==> src/hw/rtl/bdq_pkg.sv <==
// Shared operation codes and status codes for the bounded double-ended queue.
package bdq_pkg;

   // Operation codes carried on the request channel.
   localparam logic [2:0] FUNC_PUSH_FRONT = 3'd0;
   localparam logic [2:0] FUNC_PUSH_BACK  = 3'd1;
   localparam logic [2:0] FUNC_POP_FRONT  = 3'd2;
   localparam logic [2:0] FUNC_POP_BACK   = 3'd3;
   localparam logic [2:0] FUNC_READ       = 3'd4;

   // Status codes returned on the response channel.
   localparam logic [1:0] STATUS_OK    = 2'd0;
   localparam logic [1:0] STATUS_EMPTY = 2'd1;
   localparam logic [1:0] STATUS_FULL  = 2'd2;
   localparam logic [1:0] STATUS_RANGE = 2'd3;

   localparam int WORD_WIDTH = 32;

   typedef logic signed [WORD_WIDTH-1:0] word_type;

endpackage

==> src/hw/rtl/bdq_ram.sv <==
// Generic single-write, single-read RAM with a registered read port.
module bdq_ram #(
   parameter int WIDTH = 32,
   parameter int DEPTH = 32
) (
   input  logic                     clock,
   input  logic                     wr_en,
   input  logic [$clog2(DEPTH)-1:0] wr_addr,
   input  logic [WIDTH-1:0]         wr_data,
   input  logic [$clog2(DEPTH)-1:0] rd_addr,
   output logic [WIDTH-1:0]         rd_data
);

   logic [WIDTH-1:0] mem [DEPTH];
   logic [WIDTH-1:0] rd_data_ff;

   // Write port.
   always_ff @(posedge clock) begin
      if (wr_en) begin
         mem[wr_addr] <= wr_data;
      end
   end

   // Registered read port.
   always_ff @(posedge clock) begin
      rd_data_ff <= mem[rd_addr];
   end

   assign rd_data = rd_data_ff;

endmodule

==> src/hw/rtl/bounded_double_ended_queue.sv <==
// Top level of the bounded double-ended queue with its pointer control.
//
//   Channel   Ports                                   Transfer
//   --------  --------------------------------------  ----------------------------
//   request   start, busy, req_func/data_in/index     start high while busy low
//   response  rsp_strobe, rsp_value, rsp_status       rsp_strobe high for one cycle
//
// A request is taken in any cycle; busy stays low, so one transfer per cycle is sustained.
// The response appears in the cycle after its request, from the registered read of the slot RAM.
// Pointers are updated at the request edge, so the next request sees the new queue at once.
// Synchronous reset empties the queue with both pointers on the middle slot; slots keep data.
// The receiver cannot stall: each response is valid for its single strobe cycle only.
module bounded_double_ended_queue #(
   parameter int DEPTH = 32
) (
   input  logic                clock,
   input  logic                reset,
   input  logic                start,
   output logic                busy,
   input  logic [2:0]          req_func,
   input  logic signed [31:0]  req_data_in,
   input  logic [4:0]          req_index,
   output logic                rsp_strobe,
   output logic signed [31:0]  rsp_value,
   output logic [1:0]          rsp_status
);

   localparam int AW = $clog2(DEPTH);
   localparam int CW = ((AW > 5) ? AW : 5) + 1;
   localparam logic [AW-1:0] MID_SLOT  = AW'(DEPTH / 2);
   localparam logic [AW-1:0] LAST_SLOT = AW'(DEPTH - 1);

   logic            accept;
   logic [AW-1:0]   head_ff, head_in;
   logic [AW-1:0]   tail_ff, tail_in;
   logic            empty_ff, empty_in;
   logic            rsp_strobe_ff;
   logic            use_ram_ff, use_ram_in;
   bdq_pkg::word_type fixed_value_ff, fixed_value_in;
   logic [1:0]      status_ff, status_in;

   logic            wr_en;
   logic [AW-1:0]   wr_addr;
   logic [AW-1:0]   rd_addr;
   logic [31:0]     rd_data;
   logic [CW-1:0]   span;
   logic [CW-1:0]   read_pos;

   assign busy   = 1'b0;
   assign accept = start && !busy;

   // Span of the live words and the slot addressed by an indexed read.
   assign span     = CW'(tail_ff) - CW'(head_ff);
   assign read_pos = CW'(head_ff) + CW'(req_index);

   // Decode the request and work out the pointer update and the response.
   always_comb begin
      head_in        = head_ff;
      tail_in        = tail_ff;
      empty_in       = empty_ff;
      wr_en          = 1'b0;
      wr_addr        = head_ff;
      rd_addr        = head_ff;
      use_ram_in     = 1'b0;
      fixed_value_in = '0;
      status_in      = bdq_pkg::STATUS_OK;
      unique case (req_func) inside
         bdq_pkg::FUNC_PUSH_FRONT, bdq_pkg::FUNC_PUSH_BACK: begin
            if (empty_ff) begin
               head_in  = MID_SLOT;
               tail_in  = MID_SLOT;
               empty_in = 1'b0;
               wr_en    = 1'b1;
               wr_addr  = MID_SLOT;
            end else if (req_func == bdq_pkg::FUNC_PUSH_FRONT) begin
               if (head_ff == '0) begin
                  status_in = bdq_pkg::STATUS_FULL;
               end else begin
                  head_in = head_ff - AW'(1);
                  wr_en   = 1'b1;
                  wr_addr = head_ff - AW'(1);
               end
            end else begin
               if (tail_ff == LAST_SLOT) begin
                  status_in = bdq_pkg::STATUS_FULL;
               end else begin
                  tail_in = tail_ff + AW'(1);
                  wr_en   = 1'b1;
                  wr_addr = tail_ff + AW'(1);
               end
            end
         end
         bdq_pkg::FUNC_POP_FRONT, bdq_pkg::FUNC_POP_BACK: begin
            if (empty_ff) begin
               status_in = bdq_pkg::STATUS_EMPTY;
            end else begin
               use_ram_in = 1'b1;
               rd_addr    = (req_func == bdq_pkg::FUNC_POP_FRONT) ? head_ff : tail_ff;
               if (head_ff == tail_ff) begin
                  head_in  = MID_SLOT;
                  tail_in  = MID_SLOT;
                  empty_in = 1'b1;
               end else if (req_func == bdq_pkg::FUNC_POP_FRONT) begin
                  head_in = head_ff + AW'(1);
               end else begin
                  tail_in = tail_ff - AW'(1);
               end
            end
         end
         bdq_pkg::FUNC_READ: begin
            if (empty_ff || (CW'(req_index) > span)) begin
               status_in      = bdq_pkg::STATUS_RANGE;
               fixed_value_in = '1;
            end else begin
               use_ram_in = 1'b1;
               rd_addr    = read_pos[AW-1:0];
            end
         end
         default: begin
         end
      endcase
      wr_en = wr_en && accept;
   end

   // Queue pointers and the empty flag.
   always_ff @(posedge clock) begin
      if (reset) begin
         head_ff  <= MID_SLOT;
         tail_ff  <= MID_SLOT;
         empty_ff <= 1'b1;
      end else if (accept) begin
         head_ff  <= head_in;
         tail_ff  <= tail_in;
         empty_ff <= empty_in;
      end
   end

   // Response register; the word comes from the RAM read register or the fixed value.
   always_ff @(posedge clock) begin
      if (reset) begin
         rsp_strobe_ff <= 1'b0;
      end else begin
         rsp_strobe_ff <= accept;
      end
   end

   always_ff @(posedge clock) begin
      if (accept) begin
         use_ram_ff     <= use_ram_in;
         fixed_value_ff <= fixed_value_in;
         status_ff      <= status_in;
      end
   end

   // Slot store.
   bdq_ram #(
      .WIDTH (bdq_pkg::WORD_WIDTH),
      .DEPTH (DEPTH)
   ) u_slot_ram (
      .clock   (clock),
      .wr_en   (wr_en),
      .wr_addr (wr_addr),
      .wr_data (req_data_in),
      .rd_addr (rd_addr),
      .rd_data (rd_data)
   );

   assign rsp_strobe = rsp_strobe_ff;
   assign rsp_value  = use_ram_ff ? $signed(rd_data) : fixed_value_ff;
   assign rsp_status = status_ff;

   // The live words never run backwards through the store.
   assert property (@(posedge clock) disable iff (reset)
      !empty_ff |-> (head_ff <= tail_ff))
      else $error("head pointer passed tail pointer");

   // An empty queue keeps both pointers on the middle slot.
   assert property (@(posedge clock) disable iff (reset)
      empty_ff |-> ((head_ff == MID_SLOT) && (tail_ff == MID_SLOT)))
      else $error("empty queue with pointers off the middle slot");

   // Every transfer in gives exactly one response on the next cycle.
   assert property (@(posedge clock) disable iff (reset)
      accept |=> rsp_strobe)
      else $error("response missing after request");

   assert property (@(posedge clock) disable iff (reset)
      !accept |=> !rsp_strobe)
      else $error("response without request");

   // A range error always returns all ones.
   assert property (@(posedge clock) disable iff (reset)
      (rsp_strobe && (rsp_status == bdq_pkg::STATUS_RANGE)) |-> (rsp_value == -32'sd1))
      else $error("range error with wrong value");

endmodule
==> config.mk <==
export PLATFORM = sky130hd
export DESIGN_NAME = bounded_double_ended_queue
export DESIGN_NICKNAME = d
export VERILOG_FILES = /design/src/hw/rtl/bdq_pkg.sv /design/src/hw/rtl/bdq_ram.sv /design/src/hw/rtl/bounded_double_ended_queue.sv
export SDC_FILE = /design/constraint.sdc
export NUM_CORES = 1
export LEC_CHECK = 0
export BUFFER_PORTS_ARGS = -buffer_cell sky130_fd_sc_hd__buf_2
export CORE_ASPECT_RATIO = 1.4
export CORE_UTILIZATION = 35
export DETAILED_ROUTE_END_ITERATION = 10
export PLACE_DENSITY = 0.46
export REMOVE_ABC_BUFFERS = 1
export SETUP_SLACK_MARGIN = 0.3
export SLEW_MARGIN = 10
export SYNTH_ARGS = -nofsm -noshare
export SYNTH_HDL_FRONTEND = slang
export SYNTH_SLANG_ARGS = --single-unit
==> constraint.sdc <==
create_clock -name clock -period 9.67 [get_ports clock]
set_input_delay 1.934 -clock clock [delete_from_list [all_inputs] [get_ports clock]]
set_output_delay 1.934 -clock clock [all_outputs]
set_load 0.1 [all_outputs]
* After elaboration in Yosys (flattened, before gate mapping)
Memories as Yosys holds them, arrays and structs flattened. A register that Yosys moved wholly into a read port is not among the register bits. Index checks and enable logic that the tools add are counted.
Cells by class: order comparisons 1, multiplexer cells 44, add/sub/neg operators 6, reduce and logical (&&, ||, !) cells 10, equal/unequal tests 12
Operator list (number):
- two-way mux 5 bit | 19
- two-way mux 32 bit | 2
- one-hot mux 5 bit (2 select lines) | 3
- inequality test 3 bit (second input constant) | 5
- two-way mux 1 bit | 12
- adder 5 x 1 -> 5 bit (second input constant) | 2
- two-way mux 2 bit | 5
- subtractor 5 x 1 -> 5 bit (second input constant) | 2
- == test 3 x 2 -> 1 bit (second input constant) | 2
- greater-than comparator 5 x 6 -> 1 bit | 1
- one-hot mux 2 bit (3 select lines) | 1
- AND reduction 6 bit | 1
- subtractor 5 x 5 -> 6 bit | 1
- adder 5 bit | 1
- == test 5 bit | 1
- == test 5 bit (second input constant) | 1
- zero test 5 bit | 1
- AND reduction 5 bit | 1
- one-hot mux 1 bit (2 select lines) | 2
- OR reduction 2 bit | 2
- == test 3 x 1 -> 1 bit (second input constant) | 1
- == test 3 bit (second input constant) | 1
- zero test 3 bit | 1
- inequality test 2 bit (second input constant) | 1
- other kinds (4) | 4
Word-level totals: memories 1, word-level logic and storage cells 81, input bits 43, register bits 47, bits in writable memories 1024
Memories:
- u_slot_ram.mem | depth 32, width 32, rd ports 1, clocked after memory_dff 1, write ports 1, RTL line bdq_ram.sv:14 | logic [WIDTH-1:0] mem [DEPTH];

* Longest topological paths before layout
Gate-level depths: netlist (run 1).
word-level depth 8, depth in mapped cells 21

* By module
From an unflattened synthesis (run 1), not the netlist that was laid out.
Unflattened totals: cells, all modules 2563, area total of the unflattened synthesis 42535.8 µm²
Modules (own cells, without submodules):
- bdq_ram | area each 40490.1 µm², cells an instance 2260, sequential area each 31390.1 µm², times used 1
- bounded_double_ended_queue | area each 2045.7 µm², cells an instance 303, sequential area each 360.3 µm², times used 1

* Worst setup path before layout (run 1)
OpenSTA, ideal clock, no wires.
path type input -> register, start in req_func[1], end mem u_slot_ram.mem[11][0], enable pin, library setup time 0.421 ns, slack 4.557 ns, stages 10, arrival time 4.692 ns, buffers on the path 2, cell sequence buf_2 > nor3_1 > nand2b_1 > nand2b_1 > o22ai_1 > a22o_1 > nor2b_1 > nand2b_1 > clkbuf_1 > nor2_1
Between the ends: word-level cells in the longest chain between the ends 7
Ends and longest elaborated chain:
- from (decl) | RTL line bounded_double_ended_queue.sv:20 | input logic [2:0] req_func,
- zero test 3 bit | RTL line bounded_double_ended_queue.sv:75 | end else if (req_func == bdq_pkg::FUNC_PUSH_FRONT) begin
- two-way mux 1 bit | RTL line bounded_double_ended_queue.sv:75
- two-way mux 1 bit | RTL line bounded_double_ended_queue.sv:69 | if (empty_ff) begin
- two-way mux 1 bit | RTL line bounded_double_ended_queue.sv:67 | unique case (req_func) inside
- logical AND 1 bit | RTL line bounded_double_ended_queue.sv:122 | wr_en = wr_en && accept;
- two-way mux 1 bit | RTL line bdq_ram.sv:19 | if (wr_en) begin
- two-way mux 1 bit (not written as such) | RTL line bdq_ram.sv:20 | mem[wr_addr] <= wr_data;
- to (decl) | RTL line bdq_ram.sv:14
Several ways; a longest one is shown, not always the timed one.

* Worst setup path after layout (run 1)
start reg head_ff[1], end reg u_slot_ram.rd_data_ff[10] (netlist: u_slot_ram.rd_data[10]) (read register of u_slot_ram.mem)
Between the ends: word-level cells in the longest chain between the ends 5
Ends and longest elaborated chain:
- from (decl) | RTL line bounded_double_ended_queue.sv:34 | logic [AW-1:0] head_ff, head_in;
- from (signal assigned) | RTL line bounded_double_ended_queue.sv:132 | head_ff <= head_in;
- subtractor 5 x 5 -> 6 bit | RTL line bounded_double_ended_queue.sv:53 | assign span = CW'(tail_ff) - CW'(head_ff);
- greater-than comparator 5 x 6 -> 1 bit | RTL line bounded_double_ended_queue.sv:111 | if (empty_ff || (CW'(req_index) > span)) begin
- logical OR 1 bit | RTL line bounded_double_ended_queue.sv:111
- two-way mux 5 bit | RTL line bounded_double_ended_queue.sv:111
- one-hot mux 5 bit (2 select lines) * | RTL line bounded_double_ended_queue.sv:67
- to (decl) | RTL line bdq_ram.sv:15 | logic [WIDTH-1:0] rd_data_ff;
Mark *: on every way between the ends. The rest lies on a longest branch, timed or not. A chain may end at the register's enable or synchronous reset.

==> results.md, run 1 <==
* Fraction of layout cells with a size suffix above 1 at 12.0%
* Placer's final routability congestion estimate at 0.846
* Wire length per cell after detailed routing at 27.3 µm
* Fin nets at 3101
* Final global-route overflow total at 0
* Remaining DRCs at 0
* Total routed wirelength at 129 mm
* Dpl hpwl at 63.2 mm
* Biggest cell delay along the critical path at 0.72 ns
* Final setup violation count at 0
* Flop-to-flop setup slack at 3.51 ns
* Slowest CP cell: sky130_fd_sc_hd__buf_4
* Detailed-route vias per instance at 5.53
* Number of clock buffers inserted by TritonCTS at 103
* Worst slack after detailed placement at 3.21 ns
* Worst clock skew at 0.0236 ns
* Number of gates resized after cts at 0
* Number of instances in the synthesized netlist at 3002
* Part of the cycle the worst path needs at 63.7%
* Via count of the first global-routing pass at 26100
* Antenna cell count at 0
* Crit Reg-Reg Startpoint: head_ff[1]
* Antenna violations before repair at 5
* Crit path top cell by count: sky130_fd_sc_hd__ha_1
* Placeable core area at 121000 µm²
* Root buffer cell: sky130_fd_sc_hd__clkbuf_16
* Cell area after synthesis at 42900 µm²
* Worst-case vdd ir drop at 0.000146 V
* Leak at 15.6 nW
* Placed Instance Area at 45200 µm²
* WHS Endpoint: head_ff[4]
* Max-slew headroom at the worst pin at 23.6%
* Critical Path Sink Type: register
* Number of vias after detailed routing at 26100
* Count of placed standard cells including taps at 4538
* Fin. max-slew vios at 0
* Final critical path time including I/O delays and setup at 6.16 ns
* Level count of the clock H-tree at 3
* Sequence of cells on the critical path: inv_1 -> ha_1 -> nor2b_1 -> o21ai_1 -> nand2b_1 -> xnor2_1 -> ha_1 -> a211oi_1 -> a21oi_1 -> a41oi_4 -> buf_4 -> and2_4 -> buf_12 -> nand2_1 -> a31o_1 -> a22o_1 -> nor4_2
* Initial DRC count at 2136
* Result of the run: finished, final reports clean
* Worst EP arrival at 6.75 ns
* TritonCTS clock tree: yes
* Hold depth at 1
* Count of different cell masters after synthesis at 60
* Row count at 151
* TNS Setup at 0 ns
* CTS sink cnt at 1072
* Critical path fanouts, max at 129
* Chip Width at 298 µm
* DIE AREA at 124000 µm²
* Setup repair after global routing missed its margin: no
* Mean post-synth cell area at 14.3 µm²
* Proportion of synthesized chip area in sequential cells at 74.0%
* Number of flops mapped to enable cells by yosys at 1028
* Worst-path clk slew at 0.07 ns
* Worst r2r dst: u_slot_ram.rd_data[10]
* Reg2Reg Depth at 17
* Largest net degree at the start of global routing at 157
* Req. time, crit path at 10.26 ns
* IO Port Bufs at 77
* Clock latency on the worst-skew pair at 0.71 ns
* Final antenna-violating net count at 0
* Worst hold path type: reg2reg
* Highest-count cells in the layout ignoring fill and taps: sky130_fd_sc_hd__edfxtp_1, sky130_fd_sc_hd__nand2_1, sky130_fd_sc_hd__nand3_1
* Global-route usage over all layers at 20.6%
* Cell type group with the largest total delay on the critical path: compound AO/OA/AOI/OAI gates
* Beginning of the worst hold path: head_ff[4]
* Final number of hold-violating endpoints at 0
* Most common cell after layout, fill and taps aside: sky130_fd_sc_hd__edfxtp_1
* Highest clock frequency the design can meet at 162 MHz
* CP startpoint: head_ff[1]
* Smallest setup slack after layout at 3.51 ns
* Starting density of the core at 35.4%
* Buf/Inv on CP at 3
* WHS at 0.587 ns
* Launching element type of the critical path: register
* Area delta synth->final at 13.4%
* Total of warnings raised by yosys at 0
* Transition time at the pin with the least slew margin at 1.14 ns
* Leading register cell type out of synthesis: sky130_fd_sc_hd__edfxtp_1
* Max-cap violations at 0
* Fraction of synthesis flops using an asynchronous set or reset pin at 0%
* Die extent in y at 416 µm
* Hold-fix buffers, CTS at 0
* Post CTS Setup Buffer Count at 0
* Global-route wire length before repair at 186 mm
* Crit Path Class: reg2reg
* Number of register bits inferred by synthesis at 1072
* Buffer depth of the longest clock path at 3
* Power density over cell area at 202 nW/µm²
* Drt pass-1 iters at 5
* Top-Level Pins at 79
* Final standard cell area without fillers at 48700 µm²
* Final Non-Filler Cells at 4731
-- layer usage --
layer / global-route usage [%] / up-vias / routed length [µm] / part of all wire (%)
li1: - / 11500 / - / -
met1: 26.6 / 13700 / 54300 / 42
met2: 36.2 / 764 / 65900 / 51
met3: 2.53 / 189 / 6060 / 4.7
met4: 5.81 / 6 / 3040 / 2.3
met5: 0 / - / 27 / 0.021
-- worst max-delay path by stage --
stage | to | slack (ns) | depth (start not counted)
2_1_floorplan | u_slot_ram.rd_data[11] | -0.85 | 10
3_3_place_gp | u_slot_ram.rd_data[26] | 3.24 | 12
3_5_place_dp | u_slot_ram.rd_data[10] | 3.21 | 11
4_1_cts | u_slot_ram.rd_data[26] | 3.56 | 16
5_1_grt | u_slot_ram.rd_data[7] | 3.15 | 17
6_report | u_slot_ram.rd_data[10] | 3.51 | 17
-- Yosys cell counts, types with 4 or more instances --
master                        n  area [µm²]
sky130_fd_sc_hd__nor3_1       8        40.0
sky130_fd_sc_hd__o22ai_1     36         225
sky130_fd_sc_hd__mux2i_1    132        1320
sky130_fd_sc_hd__nor2_1      56         210
sky130_fd_sc_hd__xor2_1       4        35.0
sky130_fd_sc_hd__buf_6        7        78.8
sky130_fd_sc_hd__buf_1        9        33.8
sky130_fd_sc_hd__a22o_1      34         298
sky130_fd_sc_hd__a32oi_1    128        1120
sky130_fd_sc_hd__a21o_1       7        52.6
sky130_fd_sc_hd__xnor2_1      9        78.8
sky130_fd_sc_hd__nand3b_1     4        30.0
sky130_fd_sc_hd__o21ai_1      5        25.0
sky130_fd_sc_hd__and3_1      67         419
sky130_fd_sc_hd__nand2b_1    10        62.6
sky130_fd_sc_hd__a21oi_1     23         115
sky130_fd_sc_hd__buf_2       82         410
sky130_fd_sc_hd__inv_1       15        56.3
sky130_fd_sc_hd__ha_1        19         238
sky130_fd_sc_hd__a211oi_1    68         510
sky130_fd_sc_hd__nor4_2      29         363
sky130_fd_sc_hd__dfxtp_1     44         881
sky130_fd_sc_hd__clkbuf_1    87         327
sky130_fd_sc_hd__a31oi_1     68         425
sky130_fd_sc_hd__nand2_1    735        2760
sky130_fd_sc_hd__a31o_1      64         561
sky130_fd_sc_hd__nor2b_1      8        50.1
sky130_fd_sc_hd__o21ai_0     15        75.1
sky130_fd_sc_hd__edfxtp_1  1028       30900
sky130_fd_sc_hd__a22oi_1      6        45.0
sky130_fd_sc_hd__buf_4       19         143
sky130_fd_sc_hd__nand3_1    135         676
-- layout make-up --
| type | instances | area (µm²) |
|---|---|---|
| clock buffer | 145 | 2940 |
| clock inverter | 48 | 526 |
| fill | 11200 | 72600 |
| inverter | 16 | 60.1 |
| multi-input combinational | 1709 | 10400 |
| sequential | 1072 | 31800 |
| tap | 1606 | 2010 |
| timing repair buffer | 135 | 921 |
-- cells by family after synthesis --
logic type               share of synthesized area (%)
AO/OA/AOI/OAI                                     8.41
XOR/XNOR                                         0.265
adder cells (fa/ha/maj)                          0.647
buffers and inverters                             2.46
flip-flops                                        74.0
multiplexers                                      3.08
other                                          0.00874
AND/OR/NAND/NOR                                   11.1
-- registers in the layout, indices dropped and copies added (netlist names) --
name and flops:
rsp_status 2, tail_ff 5, use_ram_ff 1, head_ff 5
u_slot_ram.mem 1024, empty_ff 1, rsp_strobe 1, fixed_value_ff 1
u_slot_ram.rd_data 32
-- metrics by stage --
| step | utilization [%] | total power [mW] |
|---|---|---|
| after floorplan | - | 5.62 |
| after global placement | 37.3 | 5.80 |
| after detailed placement | 37.3 | 5.81 |
| after CTS | 40.1 | 9.93 |
| after global routing | 40.1 | 10.1 |
| final | 40.1 | 9.84 |
-- power breakdown --
group | total [mW] | leakage (nW) | internal [mW] | switching [mW]
registers | 5.14 | 9.61 | 5.12 | 0.0192
logic | 0.568 | 4.28 | 0.133 | 0.435
clock network | 4.14 | 1.69 | 2.37 | 1.77
-- worst reg2reg max path: stages (launching register included) --
cell and delay [ns]:
sky130_fd_sc_hd__dfxtp_1 0.66, sky130_fd_sc_hd__inv_1 0.24, sky130_fd_sc_hd__ha_1 0.36, sky130_fd_sc_hd__nor2b_1 0.13, sky130_fd_sc_hd__o21ai_1 0.17, sky130_fd_sc_hd__nand2b_1 0.09, sky130_fd_sc_hd__xnor2_1 0.14, sky130_fd_sc_hd__ha_1 0.31
sky130_fd_sc_hd__a211oi_1 0.24, sky130_fd_sc_hd__a21oi_1 0.26, sky130_fd_sc_hd__a41oi_4 0.40, sky130_fd_sc_hd__buf_4 0.72, sky130_fd_sc_hd__and2_4 0.72, sky130_fd_sc_hd__buf_12 0.51, sky130_fd_sc_hd__nand2_1 0.34, sky130_fd_sc_hd__a31o_1 0.23
sky130_fd_sc_hd__a22o_1 0.26, sky130_fd_sc_hd__nor4_2 0.27
No activity file was read; power rests on OpenSTA's default activity.
==> run 2, diff against run 1 <==
PLACE_DENSITY = 0.47   (was 0.46)
clock period = 5.4 ns   (was 9.67 ns; I/O delays follow)
==> run 2 against run 1 <==
Worst setup slack worse by 2.9 ns. Clock power is 80% higher. Largest cell class unchanged. Combinational power is 88% higher. Hold slack better by 0.023 ns. Critical endpoint is now u_slot_ram.rd_data[16]. Sequential share of layout area is 1.7 points lower. Utilization is 1.0 points higher. First-iteration DRC count is 18% higher. Critical path type unchanged. Critical path depth is 1 higher. Cell area is 2.6% higher. Wire length is 4.3% higher. Clock skew is 0.0043 ns higher. Cell count is 1.8% higher.
==> results.md, run 2 (synthesis results as in run 1) <==
* Result of the run: finished, final reports clean (unchanged)
* Transition time at the pin with the least slew margin at 1.01 ns (was 1.14 ns)
* DIE AREA at 124000 µm² (unchanged)
* Max-slew headroom at the worst pin at 32.4% (was 23.6%)
* Clock latency on the worst-skew pair at 0.73 ns (was 0.71 ns)
* Highest-count cells in the layout ignoring fill and taps: sky130_fd_sc_hd__edfxtp_1, sky130_fd_sc_hd__nand2_1, sky130_fd_sc_hd__nand3_1 (unchanged)
* Global-route wire length before repair at 192 mm (was 186 mm)
* Worst-case vdd ir drop at 0.000273 V (was 0.000146 V)
* Final number of hold-violating endpoints at 0 (unchanged)
* Slowest CP cell: sky130_fd_sc_hd__a2111o_2 (was sky130_fd_sc_hd__buf_4)
* Dpl hpwl at 72.7 mm (was 63.2 mm)
* Area delta synth->final at 16.4% (was 13.4%)
* Starting density of the core at 35.4% (unchanged)
* Chip Width at 298 µm (unchanged)
* Detailed-route vias per instance at 5.53 (about the same)
* Critical path fanouts, max at 21 (was 129)
* Global-route usage over all layers at 21.5% (was 20.6%)
* Largest net degree at the start of global routing at 81 (was 157)
* Fin nets at 3182 (was 3101)
* Final critical path time including I/O delays and setup at 4.80 ns (was 6.16 ns)
* Antenna violations before repair at 6 (was 5)
* Final setup violation count at 0 (unchanged)
* Setup repair after global routing missed its margin: no (unchanged)
* Req. time, crit path at 6.01 ns (was 10.26 ns)
* Number of clock buffers inserted by TritonCTS at 105 (was 103)
* Worst EP arrival at 5.41 ns (was 6.75 ns)
* Worst hold path type: reg2reg (unchanged)
* Worst clock skew at 0.0278 ns (was 0.0236 ns)
* Cell type group with the largest total delay on the critical path: compound AO/OA/AOI/OAI gates (unchanged)
* Launching element type of the critical path: register (unchanged)
* Crit Path Class: reg2reg (unchanged)
* Drt pass-1 iters at 5 (unchanged)
* Worst-path clk slew at 0.06 ns (was 0.07 ns)
* Level count of the clock H-tree at 3 (unchanged)
* Leak at 16.2 nW (was 15.6 nW)
* Row count at 151 (unchanged)
* Final antenna-violating net count at 0 (unchanged)
* Remaining DRCs at 0 (unchanged)
* Initial DRC count at 2527 (was 2136)
* CTS sink cnt at 1072 (unchanged)
* IO Port Bufs at 77 (unchanged)
* Root buffer cell: sky130_fd_sc_hd__clkbuf_16 (unchanged)
* Final global-route overflow total at 0 (unchanged)
* Power density over cell area at 355 nW/µm² (was 202 nW/µm²)
* Final Non-Filler Cells at 4816 (was 4731)
* Buffer depth of the longest clock path at 3 (unchanged)
* Fraction of layout cells with a size suffix above 1 at 14.2% (was 12.0%)
* Total routed wirelength at 135 mm (was 129 mm)
* Worst slack after detailed placement at 0.317 ns (was 3.21 ns)
* Highest clock frequency the design can meet at 209 MHz (was 162 MHz)
* Fin. max-slew vios at 0 (unchanged)
* Biggest cell delay along the critical path at 0.66 ns (was 0.72 ns)
* TritonCTS clock tree: yes (unchanged)
* Part of the cycle the worst path needs at 88.8% (was 63.7%)
* Critical Path Sink Type: register (unchanged)
* Wire length per cell after detailed routing at 28.0 µm (was 27.3 µm)
* Number of vias after detailed routing at 26700 (was 26100)
* Sequence of cells on the critical path: inv_1 -> ha_1 -> inv_1 -> fa_1 -> a21o_1 -> a21oi_1 -> xor2_1 -> ha_1 -> mux2i_1 -> a21oi_2 -> a2111o_2 -> buf_4 -> nand2_8 -> buf_4 -> nand2_1 -> a31o_1 -> a22o_1 -> nor4_2 (was inv_1 -> ha_1 -> nor2b_1 -> o21ai_1 -> nand2b_1 -> xnor2_1 -> ha_1 -> a211oi_1 -> a21oi_1 -> a41oi_4 -> buf_4 -> and2_4 -> buf_12 -> nand2_1 -> a31o_1 -> a22o_1 -> nor4_2)
* Via count of the first global-routing pass at 26700 (was 26100)
* Smallest setup slack after layout at 0.604 ns (was 3.51 ns)
* Die extent in y at 416 µm (unchanged)
* Placeable core area at 121000 µm² (unchanged)
* Number of flip-flops under the largest register name at 1024 (unchanged)
* Max-cap violations at 0 (unchanged)
* Placer's final routability congestion estimate at 0.792 (was 0.846)
* Top-Level Pins at 79 (unchanged)
* Layout fillers at 11200 (about the same)
* Count of placed standard cells including taps at 4613 (was 4538)
* Buf/Inv on CP at 4 (was 3)
* Largest register by flop count: u_slot_ram.mem (unchanged)
* Most common cell after layout, fill and taps aside: sky130_fd_sc_hd__edfxtp_1 (unchanged)
-- run 2: cell types whose count changed in the layout (fill, tap and decap cells not counted), moves of 2 or more --
cell                         change
sky130_fd_sc_hd__diode_2         +2
sky130_fd_sc_hd__buf_12         +50
sky130_fd_sc_hd__clkinv_4        -2
sky130_fd_sc_hd__buf_4          +29
sky130_fd_sc_hd__clkbuf_8        -2
sky130_fd_sc_hd__clkinvlp_4      +2
sky130_fd_sc_hd__inv_6           -2
sky130_fd_sc_hd__clkbuf_1        +5
sky130_fd_sc_hd__clkinv_1        -3
sky130_fd_sc_hd__clkinv_2        +3
-- run 2: timing repair --
action / in CTS / in global routing
pin swaps: 1 / 0
hold buffers: 0 / 0
endpoints found under the setup margin: 1 / 32
resized for setup: 0 / 2
buffers inserted: 4 / 0
-- run 2: worst reg2reg max path: stages (launching register included) --
cell                       delay, ns
sky130_fd_sc_hd__dfxtp_1        0.31
sky130_fd_sc_hd__inv_1          0.18
sky130_fd_sc_hd__ha_1           0.20
sky130_fd_sc_hd__inv_1          0.06
sky130_fd_sc_hd__fa_1           0.41
sky130_fd_sc_hd__a21o_1         0.18
sky130_fd_sc_hd__a21oi_1        0.17
sky130_fd_sc_hd__xor2_1         0.17
sky130_fd_sc_hd__ha_1           0.26
sky130_fd_sc_hd__mux2i_1        0.20
sky130_fd_sc_hd__a21oi_2        0.13
sky130_fd_sc_hd__a2111o_2       0.67
sky130_fd_sc_hd__buf_4          0.24
sky130_fd_sc_hd__nand2_8        0.18
sky130_fd_sc_hd__buf_4          0.32
sky130_fd_sc_hd__nand2_1        0.10
sky130_fd_sc_hd__a31o_1         0.22
sky130_fd_sc_hd__a22o_1         0.32
sky130_fd_sc_hd__nor4_2         0.38
-- run 2: per-layer routing --
metal	GRT usage, %	up-vias	share of wire (%)
li1	-	11700	-
met1	27.7	13800	41
met2	37.1	924	50
met3	3.23	209	5.9
met4	7.00	4	2.9
met5	0	-	0.022
-- run 2: report_power, final --
| group | internal (mW) | switching (mW) | total [mW] |
|---|---|---|---|
| Combinational | 0.277 | 0.795 | 1.07 |
| Clock | 4.26 | 3.21 | 7.46 |
| Sequential | 9.17 | 0.0372 | 9.20 |
| Total | 13.7 | 4.04 | 17.7 |
-- run 2: area by class of cell --
type                    count  area [µm²]  area share, %
diodes                      2        5.00         0.0100
clock buffers             149        2950           5.92
clock inverters            48         556           1.11
inverters                  16        60.1          0.120
multi-input cells        1709       10400           20.9
flip-flops and latches   1072       31800           63.6
well taps                1606        2010           4.03
repair buffers            214        2140           4.29
-- run 2: final timing paths --
path                                  from                     end  slack, ns  cells past startpoint
worst max-delay path            tail_ff[0]  u_slot_ram.rd_data[16]       0.60                     18
worst min-delay path            head_ff[0]              head_ff[0]       0.61                      2
worst max register to register  tail_ff[0]  u_slot_ram.rd_data[16]       0.60                     18
worst min register to register  head_ff[0]              head_ff[0]       0.61                      2
-- run 2: metrics by stage --
stage	instance area (µm²)	setup TNS, ns	hold slack, ns	utilization, %	total power, mW
after floorplan	41900	-148.05	0.519	-	10.1
after global placement	46300	0	0.575	38.2	10.5
after detailed placement	46300	0	0.582	38.2	10.5
after CTS	49900	0	0.601	41.1	17.9
after global routing	49900	0	0.650	41.2	18.3
final	49900	0	0.610	41.2	17.7
